**src/hdl/ifa_pkg.sv**
```systemverilog
// Shared types, codes and character tables of the integer to ASCII formatter.
package ifa_pkg;

    localparam int VALUE_W        = 64;
    localparam int CMD_W          = 3;
    localparam int CHAR_W         = 8;
    localparam int MAX_DIGITS_DEF = 20;
    localparam int PFX_W          = 4;

    // Format commands.
    localparam logic [CMD_W-1:0] CMD_UDEC = 3'd0;
    localparam logic [CMD_W-1:0] CMD_SDEC = 3'd1;
    localparam logic [CMD_W-1:0] CMD_LHEX = 3'd2;
    localparam logic [CMD_W-1:0] CMD_UHEX = 3'd3;
    localparam logic [CMD_W-1:0] CMD_PTR  = 3'd4;

    // Positions in the prefix text "-0x(nil)".
    localparam logic [PFX_W-1:0] PFX_MINUS = 4'd0;
    localparam logic [PFX_W-1:0] PFX_HEX   = 4'd1;
    localparam logic [PFX_W-1:0] PFX_NIL   = 4'd3;
    localparam logic [PFX_W-1:0] PFX_END   = 4'd8;

    typedef struct packed {
        logic [VALUE_W-1:0] value;
        logic [CMD_W-1:0]   command;
    } t_in_req;

    typedef struct packed {
        logic [CHAR_W-1:0] character;
        logic              last;
    } t_out_req;

    // One character of the prefix text.
    function automatic logic [CHAR_W-1:0] prefix_char(input logic [PFX_W-1:0] idx);
        logic [CHAR_W-1:0] ch;
        case (idx)
            4'd0:    ch = 8'h2D; // '-'
            4'd1:    ch = 8'h30; // '0'
            4'd2:    ch = 8'h78; // 'x'
            4'd3:    ch = 8'h28; // '('
            4'd4:    ch = 8'h6E; // 'n'
            4'd5:    ch = 8'h69; // 'i'
            4'd6:    ch = 8'h6C; // 'l'
            4'd7:    ch = 8'h29; // ')'
            default: ch = 8'h3F;
        endcase
        return ch;
    endfunction

    // ASCII symbol of one digit, in lower or upper case for the letters.
    function automatic logic [CHAR_W-1:0] digit_char(input logic [3:0] d,
                                                     input logic       upper);
        logic [CHAR_W-1:0] ch;
        if (d < 4'd10) begin
            ch = 8'h30 + {4'd0, d};
        end else if (upper) begin
            ch = 8'h41 + {4'd0, d - 4'd10};
        end else begin
            ch = 8'h61 + {4'd0, d - 4'd10};
        end
        return ch;
    endfunction

endpackage

```
**src/hdl/integer_to_ascii_formatter.sv**
```systemverilog
// Top level of the integer to ASCII formatter: sequencer, digit conversion and output stage.
//
// Each request carries a 64-bit value and a format command and yields its text one character
// per output request, most significant digit first, with last set on the final character.
// Unused commands (5 to 7) are accepted and yield nothing. One item is handled at a time and
// the input is not ready until its text has been handed to the output register. Decimal
// conversion runs a shift-and-add-3 unit over the value, one bit per cycle, over all 64 bits
// for unsigned and the low 32 bits for signed decimal; hex needs no conversion. Leading zero
// digits are then dropped one per cycle, and each character is sent as soon as the output
// register is free. For an item with digits, dropped digits and digit characters together
// number MAX_DIGITS.
module integer_to_ascii_formatter
    import ifa_pkg::*;
#(
    parameter int MAX_DIGITS = MAX_DIGITS_DEF
) (
    input  logic     i_clk,
    input  logic     i_rst_n,
    input  logic     i_in_valid,
    output logic     o_in_ready,
    input  t_in_req  i_in_data,
    output logic     o_out_valid,
    input  logic     i_out_ready,
    output t_out_req o_out_data
);

    localparam int DIG_W = 4 * MAX_DIGITS;
    localparam int CNT_W = $clog2(MAX_DIGITS + 1);
    localparam int BIT_W = $clog2(VALUE_W + 1);
    localparam int HALF  = VALUE_W / 2;

    localparam logic [2:0] S_IDLE = 3'd0;
    localparam logic [2:0] S_CONV = 3'd1;
    localparam logic [2:0] S_SKIP = 3'd2;
    localparam logic [2:0] S_PFX  = 3'd3;
    localparam logic [2:0] S_DIG  = 3'd4;

    logic [2:0]         r_state,   n_state;
    logic [VALUE_W-1:0] r_bin,     n_bin;
    logic [DIG_W-1:0]   r_digits,  n_digits;
    logic [BIT_W-1:0]   r_bits,    n_bits;
    logic [CNT_W-1:0]   r_count,   n_count;
    logic [PFX_W-1:0]   r_pfx_idx, n_pfx_idx;
    logic [PFX_W-1:0]   r_pfx_end, n_pfx_end;
    logic               r_has_dig, n_has_dig;
    logic               r_upper,   n_upper;
    logic               r_out_valid, n_out_valid;
    t_out_req           r_out,     n_out;

    logic [DIG_W-1:0]   w_corr;
    logic [31:0]        w_mag;
    logic               w_neg;
    logic               w_slot_free;
    logic [3:0]         w_top;

    // Add-3 correction of every decimal digit at or above five.
    always_comb begin
        for (int k = 0; k < MAX_DIGITS; k++) begin
            if (r_digits[4*k +: 4] >= 4'd5) begin
                w_corr[4*k +: 4] = r_digits[4*k +: 4] + 4'd3;
            end else begin
                w_corr[4*k +: 4] = r_digits[4*k +: 4];
            end
        end
    end

    // Magnitude of the low word in signed mode.
    assign w_neg = i_in_data.value[31];
    assign w_mag = w_neg ? (~i_in_data.value[31:0] + 32'd1) : i_in_data.value[31:0];

    assign w_slot_free = !r_out_valid || i_out_ready;
    assign w_top       = r_digits[DIG_W-1 -: 4];

    // Sequencer.
    always_comb begin
        n_state     = r_state;
        n_bin       = r_bin;
        n_digits    = r_digits;
        n_bits      = r_bits;
        n_count     = r_count;
        n_pfx_idx   = r_pfx_idx;
        n_pfx_end   = r_pfx_end;
        n_has_dig   = r_has_dig;
        n_upper     = r_upper;
        n_out       = r_out;
        n_out_valid = r_out_valid && !i_out_ready;

        unique case (r_state)
            S_IDLE: begin
                if (i_in_valid) begin
                    n_count   = CNT_W'(MAX_DIGITS);
                    n_pfx_idx = PFX_MINUS;
                    n_pfx_end = PFX_MINUS;
                    n_has_dig = 1'b1;
                    n_upper   = 1'b0;
                    n_digits  = '0;
                    n_bin     = i_in_data.value;
                    case (i_in_data.command) inside
                        CMD_UDEC: begin
                            n_bits  = BIT_W'(VALUE_W);
                            n_state = S_CONV;
                        end
                        CMD_SDEC: begin
                            n_bin   = {w_mag, (VALUE_W - 32)'(0)};
                            n_bits  = BIT_W'(HALF);
                            n_state = S_CONV;
                            if (w_neg) begin
                                n_pfx_end = PFX_HEX;
                            end
                        end
                        CMD_LHEX, CMD_UHEX: begin
                            n_digits = {(DIG_W - VALUE_W)'(0), i_in_data.value};
                            n_upper  = (i_in_data.command == CMD_UHEX);
                            n_state  = S_SKIP;
                        end
                        CMD_PTR: begin
                            if (i_in_data.value == '0) begin
                                n_pfx_idx = PFX_NIL;
                                n_pfx_end = PFX_END;
                                n_has_dig = 1'b0;
                                n_state   = S_PFX;
                            end else begin
                                n_digits  = {(DIG_W - VALUE_W)'(0), i_in_data.value};
                                n_pfx_idx = PFX_HEX;
                                n_pfx_end = PFX_NIL;
                                n_state   = S_SKIP;
                            end
                        end
                        default: begin
                            n_state = S_IDLE;
                        end
                    endcase
                end
            end

            // One shift-and-add-3 step per cycle.
            S_CONV: begin
                n_digits = {w_corr[DIG_W-2:0], r_bin[VALUE_W-1]};
                n_bin    = {r_bin[VALUE_W-2:0], 1'b0};
                n_bits   = r_bits - BIT_W'(1);
                if (r_bits == BIT_W'(1)) begin
                    n_state = S_SKIP;
                end
            end

            // Drop leading zero digits, keeping at least one.
            S_SKIP: begin
                if (w_top == 4'd0 && r_count > CNT_W'(1)) begin
                    n_digits = {r_digits[DIG_W-5:0], 4'd0};
                    n_count  = r_count - CNT_W'(1);
                end else if (r_pfx_idx != r_pfx_end) begin
                    n_state = S_PFX;
                end else begin
                    n_state = S_DIG;
                end
            end

            // Prefix characters.
            S_PFX: begin
                if (w_slot_free) begin
                    n_out.character = prefix_char(r_pfx_idx);
                    n_out.last      = !r_has_dig && (r_pfx_idx + PFX_W'(1) == r_pfx_end);
                    n_out_valid     = 1'b1;
                    n_pfx_idx       = r_pfx_idx + PFX_W'(1);
                    if (r_pfx_idx + PFX_W'(1) == r_pfx_end) begin
                        n_state = r_has_dig ? S_DIG : S_IDLE;
                    end
                end
            end

            // Digit characters, most significant first.
            S_DIG: begin
                if (w_slot_free) begin
                    n_out.character = digit_char(w_top, r_upper);
                    n_out.last      = (r_count == CNT_W'(1));
                    n_out_valid     = 1'b1;
                    n_digits        = {r_digits[DIG_W-5:0], 4'd0};
                    n_count         = r_count - CNT_W'(1);
                    if (r_count == CNT_W'(1)) begin
                        n_state = S_IDLE;
                    end
                end
            end

            default: begin
                n_state = S_IDLE;
            end
        endcase
    end

    // Control registers.
    always_ff @(posedge i_clk) begin
        if (!i_rst_n) begin
            r_state     <= S_IDLE;
            r_out_valid <= 1'b0;
            r_bits      <= '0;
            r_count     <= '0;
            r_pfx_idx   <= '0;
            r_pfx_end   <= '0;
            r_has_dig   <= 1'b0;
            r_upper     <= 1'b0;
        end else begin
            r_state     <= n_state;
            r_out_valid <= n_out_valid;
            r_bits      <= n_bits;
            r_count     <= n_count;
            r_pfx_idx   <= n_pfx_idx;
            r_pfx_end   <= n_pfx_end;
            r_has_dig   <= n_has_dig;
            r_upper     <= n_upper;
        end
    end

    // Datapath registers.
    always_ff @(posedge i_clk) begin
        r_bin    <= n_bin;
        r_digits <= n_digits;
        r_out    <= n_out;
    end

    assign o_in_ready  = (r_state == S_IDLE);
    assign o_out_valid = r_out_valid;
    assign o_out_data  = r_out;

endmodule

```
**config.mk**
```make
export PLATFORM = sky130hd
export DESIGN_NAME = integer_to_ascii_formatter
export DESIGN_NICKNAME = d
export VERILOG_FILES = /design/src/hdl/ifa_pkg.sv /design/src/hdl/integer_to_ascii_formatter.sv
export SDC_FILE = /design/constraint.sdc
export NUM_CORES = 1
export LEC_CHECK = 0
export BUFFER_PORTS_ARGS = -buffer_cell sky130_fd_sc_hd__buf_4
export CAP_MARGIN = 20
export CORE_MARGIN = 4
export CORE_UTILIZATION = 50
export CTS_BUF_LIST = sky130_fd_sc_hd__clkbuf_2 sky130_fd_sc_hd__clkbuf_4 sky130_fd_sc_hd__clkbuf_8
export DETAILED_ROUTE_END_ITERATION = 10
export PLACE_DENSITY_LB_ADDON = 0.12
export SLEW_MARGIN = 20
export SYNTH_ARGS = -nofsm -noshare
export SYNTH_HDL_FRONTEND = slang
export SYNTH_SLANG_ARGS = --single-unit
```
**constraint.sdc**
```tcl
create_clock -name i_clk -period 12.15 [get_ports i_clk]
set_input_delay 1.8225 -clock i_clk [delete_from_list [all_inputs] [get_ports i_clk]]
set_output_delay 1.8225 -clock i_clk [all_outputs]
set_load 0.05 [all_outputs]
```
# --- Word level (Yosys, flattened, before mapping) ---
# Memory sizes are Yosys's and may differ from the RTL's. A register that Yosys moved wholly into a read port is not among the register bits.
# Cells that the tools add are included.
classes:
  n_eq_ne: 21
  n_mux: 89
  n_bitwise: 1
  n_reduce_logical: 26
  n_addsub: 28
  magnitude_cmp: 22
op_table:
  columns: ["op", "count"]
  rows:
  - ["$mux 64", 8]
  - ["$pmux 80 s4", 1]
  - ["$mux 80", 3]
  - ["$pmux 64 s2", 1]
  - ["$mux 4", 26]
  - ["$ge 4x3->1 const B", 20]
  - ["$add 4x2->4 const B", 19]
  - ["$logic_not 64->1", 1]
  - ["$mux 3", 12]
  - ["$add 32x1->32 const B", 1]
  - ["$mux 32", 1]
  - ["$not 32->32", 1]
  - ["$mux 8", 3]
  - ["$mux 7", 3]
  - ["$mux 2", 9]
  - ["$mux 9", 2]
  - ["$pmux 9 s2", 1]
  - ["$add 7x4->8 const A", 2]
  - ["$ne 2x2->1 const B", 8]
  - ["$mux 5", 3]
  - ["$pmux 3 s5", 1]
  - ["$pmux 5 s3", 1]
  - ["$pmux 7 s2", 1]
  - ["$eq 3x2->1 const B", 4]
  - ["other kinds (30)", 55]
word_totals:
  out_inout_bits: 11
  input_bits: 71
  regBits: 179
  word_cells: 200
  romBits: 48
  mem_count: 1
memory_table:
  columns: ["name", "depth", "width", "rd", "rd_clocked_by_memory_dff", "write_ports", "line", "source"]
  rows:
  - ["(name not given)", 8, 6, 1, 1, 0, "ifa_pkg.sv:36", "case (idx)"]

# --- Logic depth before layout (Yosys ltp) ---
# Gate-level depths: netlist of run 1.
depth:
  ltp_word: 10
  depth_mapped: 11
  ltp_nobuf: 11

# --- Worst setup path before layout of run 1 ---
# Ideal clock, no wire load.
synth_path:
  path_kind: "input to register"
  start: "in i_out_ready"
  end: "reg r_digits[0], enable pin"
  path_slack_ps: 5660
  t_arrival_ps: 5955
  path_stages: 4
  setup_time_ps: 535
  n_path_buf: 0
  t_required_ps: 11615
  cell_sequence: "nand2b_1 nand2_1 o22a_1 o21bai_1"
synth_between:
  elab_chain_len: 3
synth_rtl:
  columns: ["item", "line", "source"]
  rows:
  - ["from (decl)", "integer_to_ascii_formatter.sv:23", "input logic i_out_ready,"]
  - ["$logic_or 1x1->1", "integer_to_ascii_formatter.sv:71", "assign w_slot_free = !r_out_valid || i_out_ready;"]
  - ["$ne 2x2->1 (no line)", null, null]
  - ["$reduce_and 4->1 (no line)", null, null]
  - ["to (signal assigned)", "integer_to_ascii_formatter.sv:217", "r_digits <= n_digits;"]
  - ["to (decl)", "integer_to_ascii_formatter.sv:40", "logic [DIG_W-1:0] r_digits, n_digits;"]
# No other way between the ends.
# A chain may end at the register's enable or synchronous reset.

# --- Worst setup path after layout of run 1 ---
layout_path:
  start: "in i_in_data[3] (netlist name)"
  end: "reg r_digits[11], data pin"
layout_between:
  elab_chain_len: 8
layout_rtl:
  columns: ["item", "line", "source"]
  rows:
  - ["from (decl)", "integer_to_ascii_formatter.sv:21", "input t_in_req i_in_data,"]
  - ["$logic_not 64->1", "integer_to_ascii_formatter.sv:117", "if (i_in_data.value == '0) begin"]
  - ["$mux 64", "integer_to_ascii_formatter.sv:117", null]
  - ["$mux 64 (4 in a row)", "integer_to_ascii_formatter.sv:98", "case (i_in_data.command) inside"]
  - ["$mux 80", "integer_to_ascii_formatter.sv:90", "if (i_in_valid) begin"]
  - ["$pmux 80 s4", "integer_to_ascii_formatter.sv:88", "unique case (r_state)"]
  - ["via n_digits[11]", "integer_to_ascii_formatter.sv:40", null]
# The timed path passes the listed nets, and every way through them passes these cells. The select of a mux whose other input is x is not followed.

==> metrics.sh, run 1 <==
PLACE_WS_PS=7290
CRITPATHMAXFANOUT=64
CLKSLEWWORSTSETUPHOLDPATHS_PS=90
YOSYS_WARNINGS=0
ANTENNA_VIOLATING_NETS_POST_ROUTE=0
FINAL_AREA_MM2=0.0124
WORST_VOLTAGE_DROP_ACROSS_THE_VDD_GRID_uV=106
POWER.DENSITY_mW_PER_MM2=209
TIMING_HOLD_VIOLATIONS_FINAL=0
SYNTH_FF_TYPE='sky130_fd_sc_hd__edfxtp_1'
WL_PER_CELL_UM=18.7
USE_MET1_PCT=30.9
POST_CTS_SETUP_DRIVEN_BUFFER_INSERTION_COUNT=0
WORST_R2R_PATH_DEPTH=7
WORST_CLOCK_SKEW_PS=14.9
DRT_INITIAL_VIOLATIONS=660
ROW_COUNT=54
POST-ROUTE-DRC-COUNT=0
GRT_BUSIEST_LAYER='met2'
POWER.LEAKAGE_nW=4.74
GRT_FIRST_PASS_WIRELENGTH_UM=44700
SETUP_VIOL=0
GRT_UTIL_MET3_PCT=3.28
WORST_R2R_ENDPOINT='r_digits[78]$_DFFE_PP_'
AVGVIACOUNTPERCELL=5.97
AREA_GROWTH_PCT=10.8
FINAL_CELLS=1492
RRSETUPSLACK_PS=8730
SETUP_TNS_PS=0
ANTENNA_VIOLATIONS_BEFORE_REPAIR=0
MAX_CLOCK_FREQ_MHz=228
TIMING.CRITICAL_PATH.FROM_TYPE='input port'
FIRSTDRTPASSITERS=5
DIE_SPAN_Y_UM=158
USE_MET2_PCT=37.6
PLACE.DETAILED.INSTANCES=1459
SLEW_VIOLATIONS=0
ANTENNA_CELLS_INSERTED=0
OVERALL_ROUTING_RESOURCE_USAGE_PCT=22.6
ROUTED_WIRELENGTH_UM=27800
REMAINING_OVERFLOW_GRT=0
FINAL.SETUP.WORST_SLACK_PS=7760
WORST-ENDPOINT-ARRIVAL_PS=4610
END_KIND='flop'
FIN_CRIT_PS=4390
SLEW_HEADROOM_PCT=29.5
PATH_CLASS_OF_THE_LOWEST_SLACK_MIN_DELAY_PATH='reg -> reg'
POST_CTS_RESIZED=0
START_UTIL_PCT=51.0
SINK_COUNT_OF_THE_CLOCK_TREE=183
DETAILROUTE.VIA_COUNT=8908
FINISH.NET_COUNT=1318
SYNTH.LIB_CELLS_USED.DISTINCT=63
POST-DP-HPWL_UM=18600
SYN-NUM-NETS=1278
CLKLATENCYLATEPIN_PS=480
LAYOUT.CELLS.MOST_COMMON_LIST='sky130_fd_sc_hd__edfxtp_1 (152), sky130_fd_sc_hd__nor2_1 (105), sky130_fd_sc_hd__nand2_1 (105)'
LAYOUT-DRIVE-GT1-SHARE_PCT=11.3
MULTI_INPUT_AREA_MM2=0.00557
FIN_CRIT_SH_PCT=36.1
LAYOUT.CELLS.MOST_COMMON='sky130_fd_sc_hd__edfxtp_1'
HOLD_BUFFERS=0
REPORT.POWER.TOTAL_mW=2.60
MAX-CLOCK-PATH-BUFFERS=2
POSTPLACECELLAREA_MM2=0.0120
DIE_AREA_MM2=0.0249
SYNTH_ENABLE_FLOP_CELLS=152
TRITONCTS='yes'
GLOBALPLACE.CONGESTION=0.792
NUMBER_OF_GLOBAL_ROUTE_VIAS_BEFORE_REPAIR=8405
IOPINCOUNT=82
CLOCK-ROOT-BUFFER='sky130_fd_sc_hd__clkbuf_8'
SYN-MEAN-INSTANCE-AREA_UM2=9.66
STD_CELL_CORE_AREA_MM2=0.0220
YS_SEQ_ELEMENTS=183
PIN_COUNT_OF_THE_BIGGEST_NET_ENTERING_GLOBAL_ROUTING=88
DIEWIDTH_UM=158
CTS_MAX_LEVEL=4
CRITPATHREQUIREDTIME_PS=12370
NUM-FILL-CELLS=1966
RUN_STATUS='finished clean'
NUMBER_OF_BUFFERS_CREATED_BY_CTS=17
TIMING.MAX_CAP.VIOLATIONS=0
GRT_SETUP_UNREPAIRED='no'
YOSYSSEQAREASHARE_PCT=46.3
BUFFER_PORTS.INSERTED=80
SYNTHESIS.INSTANCES=1159
INSTANCE_COUNT_ALONG_THE_MOST_CRITICAL_HOLD_PATH=2
SYNTHARSTFLOPSHARE_PCT=0
WORSTHOLDSTART='r_upper$_SDFFE_PN0P_'
CRITICAL_PATH_TYPE='in -> reg'
FINAL_CORE_UTIL_PCT=56.5
AREA.SEQUENTIAL_MM2=0.00518
WORST_HOLD_SLACK_PS=479
MAX_SLEW.WORST_PIN.SLEW_PS=1050
SYNTH_AREA_MM2=0.0112
R2R_START='r_state[2]$_SDFFE_PN0P_'
HOLD_END='r_upper$_SDFFE_PN0P_'
[logic make-up after synthesis]
group | Yosys count | share of synthesized area (%)
compound gates | 384 | 22.9
xor+xnor | 67 | 5.36
other cells | 1 | 0.0335
flops | 183 | 46.3
simple gates | 349 | 15.1
buf+inv | 120 | 4.36
mux | 7 | 0.648
fa+ha+maj | 48 | 5.36
[layer usage]
metal	routed length, um	vias up
met5	0	-
met4	388	0
met3	1400	29
met2	13600	251
met1	12400	4248
li1	-	4380
[cells in the mapped netlist, drive strengths merged (26+ instances only)]
cell type    n  share of area [%]
nor2       106                3.6
edfxtp     152                 41
ha          48                5.4
a21oi       89                4.0
nand2      107                3.6
a22o        34                2.7
inv         54                1.8
xor2        26                2.0
a221o       42                3.8
o21ai      107                4.9
dfxtp       31                5.5
xnor2       40                3.1
clkbuf      57                1.9
[worst max-delay path by stage]
| stage | from | end | slack (ps) |
|---|---|---|---|
| 6_report | i_in_data[3] | r_digits[11]$_DFFE_PP_ | 7760 |
| 5_1_grt | i_in_data[3] | flop | 7540 |
| 4_1_cts | i_in_valid | r_digits[11]$_DFFE_PP_ | 7820 |
| 3_5_place_dp | i_in_valid | r_digits[6]$_DFFE_PP_ | 7290 |
| 3_3_place_gp | i_in_valid | r_digits[71]$_DFFE_PP_ | 7320 |
| 2_1_floorplan | i_out_ready | r_digits[0]$_DFFE_PP_ | 5660 |
[worst max-delay path, cell delays in order]
cell and delay, ps:
sky130_fd_sc_hd__buf_4 130, sky130_fd_sc_hd__inv_1 70, sky130_fd_sc_hd__ha_1 180, sky130_fd_sc_hd__nor3b_1 280, sky130_fd_sc_hd__nand3_1 300, sky130_fd_sc_hd__nor4_1 670, sky130_fd_sc_hd__and3_4 330, sky130_fd_sc_hd__o21ai_4 50
sky130_fd_sc_hd__buf_4 350, sky130_fd_sc_hd__a221o_1 390
[sequential cells by signal, summed over array words and instances, names as in the netlist, 3 cells and up, named ones only]
| name | flops |
|---|---|
| r_count | 5 |
| r_pfx_idx | 4 |
| r_bin | 64 |
| r_bits | 7 |
| r_state | 3 |
| r_pfx_end | 3 |
| o_out_data | 8 |
| r_digits | 80 |
[area by class of cell]
type / instances / share of cell area (%)
multi-input cells: 856 / 44.9
flip-flops and latches: 183 / 41.8
repair buffers: 87 / 5.42
well taps: 280 / 2.82
clock buffers: 24 / 2.51
inverters: 54 / 1.63
clock inverters: 8 / 0.968
[power by group]
| group | internal, mW | switching [mW] |
|---|---|---|
| Sequential | 0.968 | 0.198 |
| Clock | 0.232 | 0.226 |
| Combinational | 0.398 | 0.575 |
Note: power is estimated with default switching activity, not from simulation.
==> run 2, diff against run 1 <==
==> constraint.sdc (replaced) <==
create_clock -name i_clk -period 4.4 [get_ports i_clk]
set_input_delay 0.66 -clock i_clk [delete_from_list [all_inputs] [get_ports i_clk]]
set_output_delay 0.66 -clock i_clk [all_outputs]
set_load 0.05 [all_outputs]
==> metrics.sh, run 2 (synthesis gave the netlist of run 1 again) <==
ANTENNA_VIOLATING_NETS_POST_ROUTE=0  # unchanged
POST_CTS_SETUP_DRIVEN_BUFFER_INSERTION_COUNT=0  # unchanged
RUN_STATUS='finished clean'
ROUTED_WIRELENGTH_UM=27900  # +0.33%
CRITPATHREQUIREDTIME_PS=4740  # -7630 ps
MAX_CLOCK_FREQ_MHz=332
CTS_MAX_LEVEL=4  # unchanged
NUM-FILL-CELLS=1966  # unchanged
DIE_AREA_MM2=0.0249  # unchanged
WL_PER_CELL_UM=18.6  # about the same
TOP_REGISTER='r_digits'
FINAL.SETUP.WORST_SLACK_PS=1380  # -6380 ps
TIMING.MAX_CAP.VIOLATIONS=0  # unchanged
WORST_HOLD_SLACK_PS=462  # -16.5 ps
POST-DP-HPWL_UM=19000  # +2.1%
MAX_SLEW.WORST_PIN.SLEW_PS=996  # -58.4 ps
LAYOUT.CELLS.MOST_COMMON_LIST='sky130_fd_sc_hd__edfxtp_1 (152), sky130_fd_sc_hd__nor2_1 (105), sky130_fd_sc_hd__nand2_1 (105)'
NUMBER_OF_BUFFERS_CREATED_BY_CTS=17  # unchanged
WORST-ENDPOINT-ARRIVAL_PS=3350  # -1260 ps
POWER.LEAKAGE_nW=4.72  # -0.33%
FIN_CRIT_PS=3020
GRT_SETUP_UNREPAIRED='no'
FINISH.NET_COUNT=1324  # +0.46%
WORST_CLOCK_SKEW_PS=19.9  # +5.05 ps
FIN_CRIT_SH_PCT=68.5
START_UTIL_PCT=51.0  # unchanged
TIMING.CRITICAL_PATH.FROM_TYPE='flop'
SETUP_TNS_PS=0  # unchanged
ANTENNA_CELLS_INSERTED=0  # unchanged
PLACE_WS_PS=910  # -6380 ps
FIRSTDRTPASSITERS=5  # unchanged
NUMBER_OF_GLOBAL_ROUTE_VIAS_BEFORE_REPAIR=8599  # +2.3%
ANTENNA_VIOLATIONS_BEFORE_REPAIR=0  # unchanged
SLEW_HEADROOM_PCT=33.4  # +3.8 points
END_KIND='flop'
CLKLATENCYLATEPIN_PS=480  # about the same
AREA_GROWTH_PCT=10.9  # about the same
WORST_VOLTAGE_DROP_ACROSS_THE_VDD_GRID_uV=301  # +180%
CLOCK-ROOT-BUFFER='sky130_fd_sc_hd__clkbuf_8'
LARGEST_REG_FLOPS=80  # unchanged
GRT_FIRST_PASS_WIRELENGTH_UM=44900  # +0.45%
SETUP_VIOL=0  # unchanged
HOLD_BUFFERS=0  # unchanged
MAX-CLOCK-PATH-BUFFERS=2  # unchanged
PATH_CLASS_OF_THE_LOWEST_SLACK_MIN_DELAY_PATH='reg -> reg'
SINK_COUNT_OF_THE_CLOCK_TREE=183  # unchanged
BUFFER_PORTS.INSERTED=80  # unchanged
IOPINCOUNT=82  # unchanged
DIEWIDTH_UM=158  # unchanged
PIN_COUNT_OF_THE_BIGGEST_NET_ENTERING_GLOBAL_ROUTING=81  # -8.0%
TIMING_HOLD_VIOLATIONS_FINAL=0  # unchanged
DIE_SPAN_Y_UM=158  # unchanged
TRITONCTS='yes'
CRITPATHMAXFANOUT=33  # -48%
POWER.DENSITY_mW_PER_MM2=569  # +170%
AVGVIACOUNTPERCELL=6.07  # +1.7%
SLEW_VIOLATIONS=0  # unchanged
REMAINING_OVERFLOW_GRT=0  # unchanged
DRT_INITIAL_VIOLATIONS=703  # +6.5%
STD_CELL_CORE_AREA_MM2=0.0220  # unchanged
LAYOUT-DRIVE-GT1-SHARE_PCT=11.7  # +0.35 points
GLOBALPLACE.CONGESTION=0.824  # +4.0%
LAYOUT.CELLS.MOST_COMMON='sky130_fd_sc_hd__edfxtp_1'
CRITICAL_PATH_TYPE='reg -> reg'
ROW_COUNT=54  # unchanged
CLKSLEWWORSTSETUPHOLDPATHS_PS=100  # about the same
OVERALL_ROUTING_RESOURCE_USAGE_PCT=22.5  # -0.12 points
DETAILROUTE.VIA_COUNT=9098  # +2.1%
POST_CTS_RESIZED=0  # unchanged
POST-ROUTE-DRC-COUNT=0  # unchanged
-- run 2: cell types whose count changed in the layout (fill, tap and decap cells not counted), sizes merged --
cell	previous run	this run
clkinvlp	0	5
clkinv	4	3
buf	87	93
inv	55	60
bufinv	3	1
clkbuf	24	17
-- run 2: where the power goes --
group / switching (mW) / internal [mW]
clock network: 0.684 / 0.461
logic: 1.60 / 1.11
registers: 0.546 / 2.67
total: 2.83 / 4.24
-- run 2: layer usage --
metal | share of wire, % | wire length [um] | global-route usage (%) | up-vias
met4 | 2.3 | 629 | 7.13 | 0
met2 | 48 | 13300 | 37.3 | 276
li1 | - | - | - | 4395
met5 | 0 | 0 | 0 | -
met3 | 5.2 | 1460 | 3.31 | 43
met1 | 45 | 12500 | 30.4 | 4384
-- run 2: metrics by stage --
stage                     utilization, %  instance area [um^2]  power, mW  std cells
after floorplan                        -                 11200       5.19       1159
after global placement              54.7                 12000       5.86       1465
after detailed placement            54.7                 12000       5.93       1465
after CTS                           56.5                 12400       7.08       1497
after global routing                56.6                 12400       7.60       1498
final                               56.6                 12400       7.07       1498
-- run 2: path summary, 6_finish.rpt --
check                                             start                      to  slack, ps  cells after the start
worst max-delay path            r_state[2]$_SDFFE_PN0P_  r_digits[16]$_DFFE_PP_       1380                      7
worst min-delay path               r_upper$_SDFFE_PN0P_    r_upper$_SDFFE_PN0P_        460                      2
worst max register to register  r_state[2]$_SDFFE_PN0P_  r_digits[16]$_DFFE_PP_       1380                      7
worst min register to register     r_upper$_SDFFE_PN0P_    r_upper$_SDFFE_PN0P_        460                      2
-- run 2: cell type report --
cell class                      instances  area (um^2)  area share [%]
Clock inverter                         15          145            1.17
Tap cell                              280          350            2.82
Inverter                               54          203            1.63
Timing Repair Buffer                   93          736            5.92
Sequential cell                       183         5180            41.7
Multi-Input combinational cell        856         5570            44.8
Clock buffer                           17          234            1.88
-- run 2: worst max-delay path, stage by stage, from the launching register on --
cell and delay [ps]:
sky130_fd_sc_hd__dfxtp_1 670, sky130_fd_sc_hd__nor2_1 200, sky130_fd_sc_hd__and2_2 280, sky130_fd_sc_hd__nor3_1 290
sky130_fd_sc_hd__nand2_1 150, sky130_fd_sc_hd__o21ai_4 810, sky130_fd_sc_hd__buf_12 290, sky130_fd_sc_hd__a221o_1 180
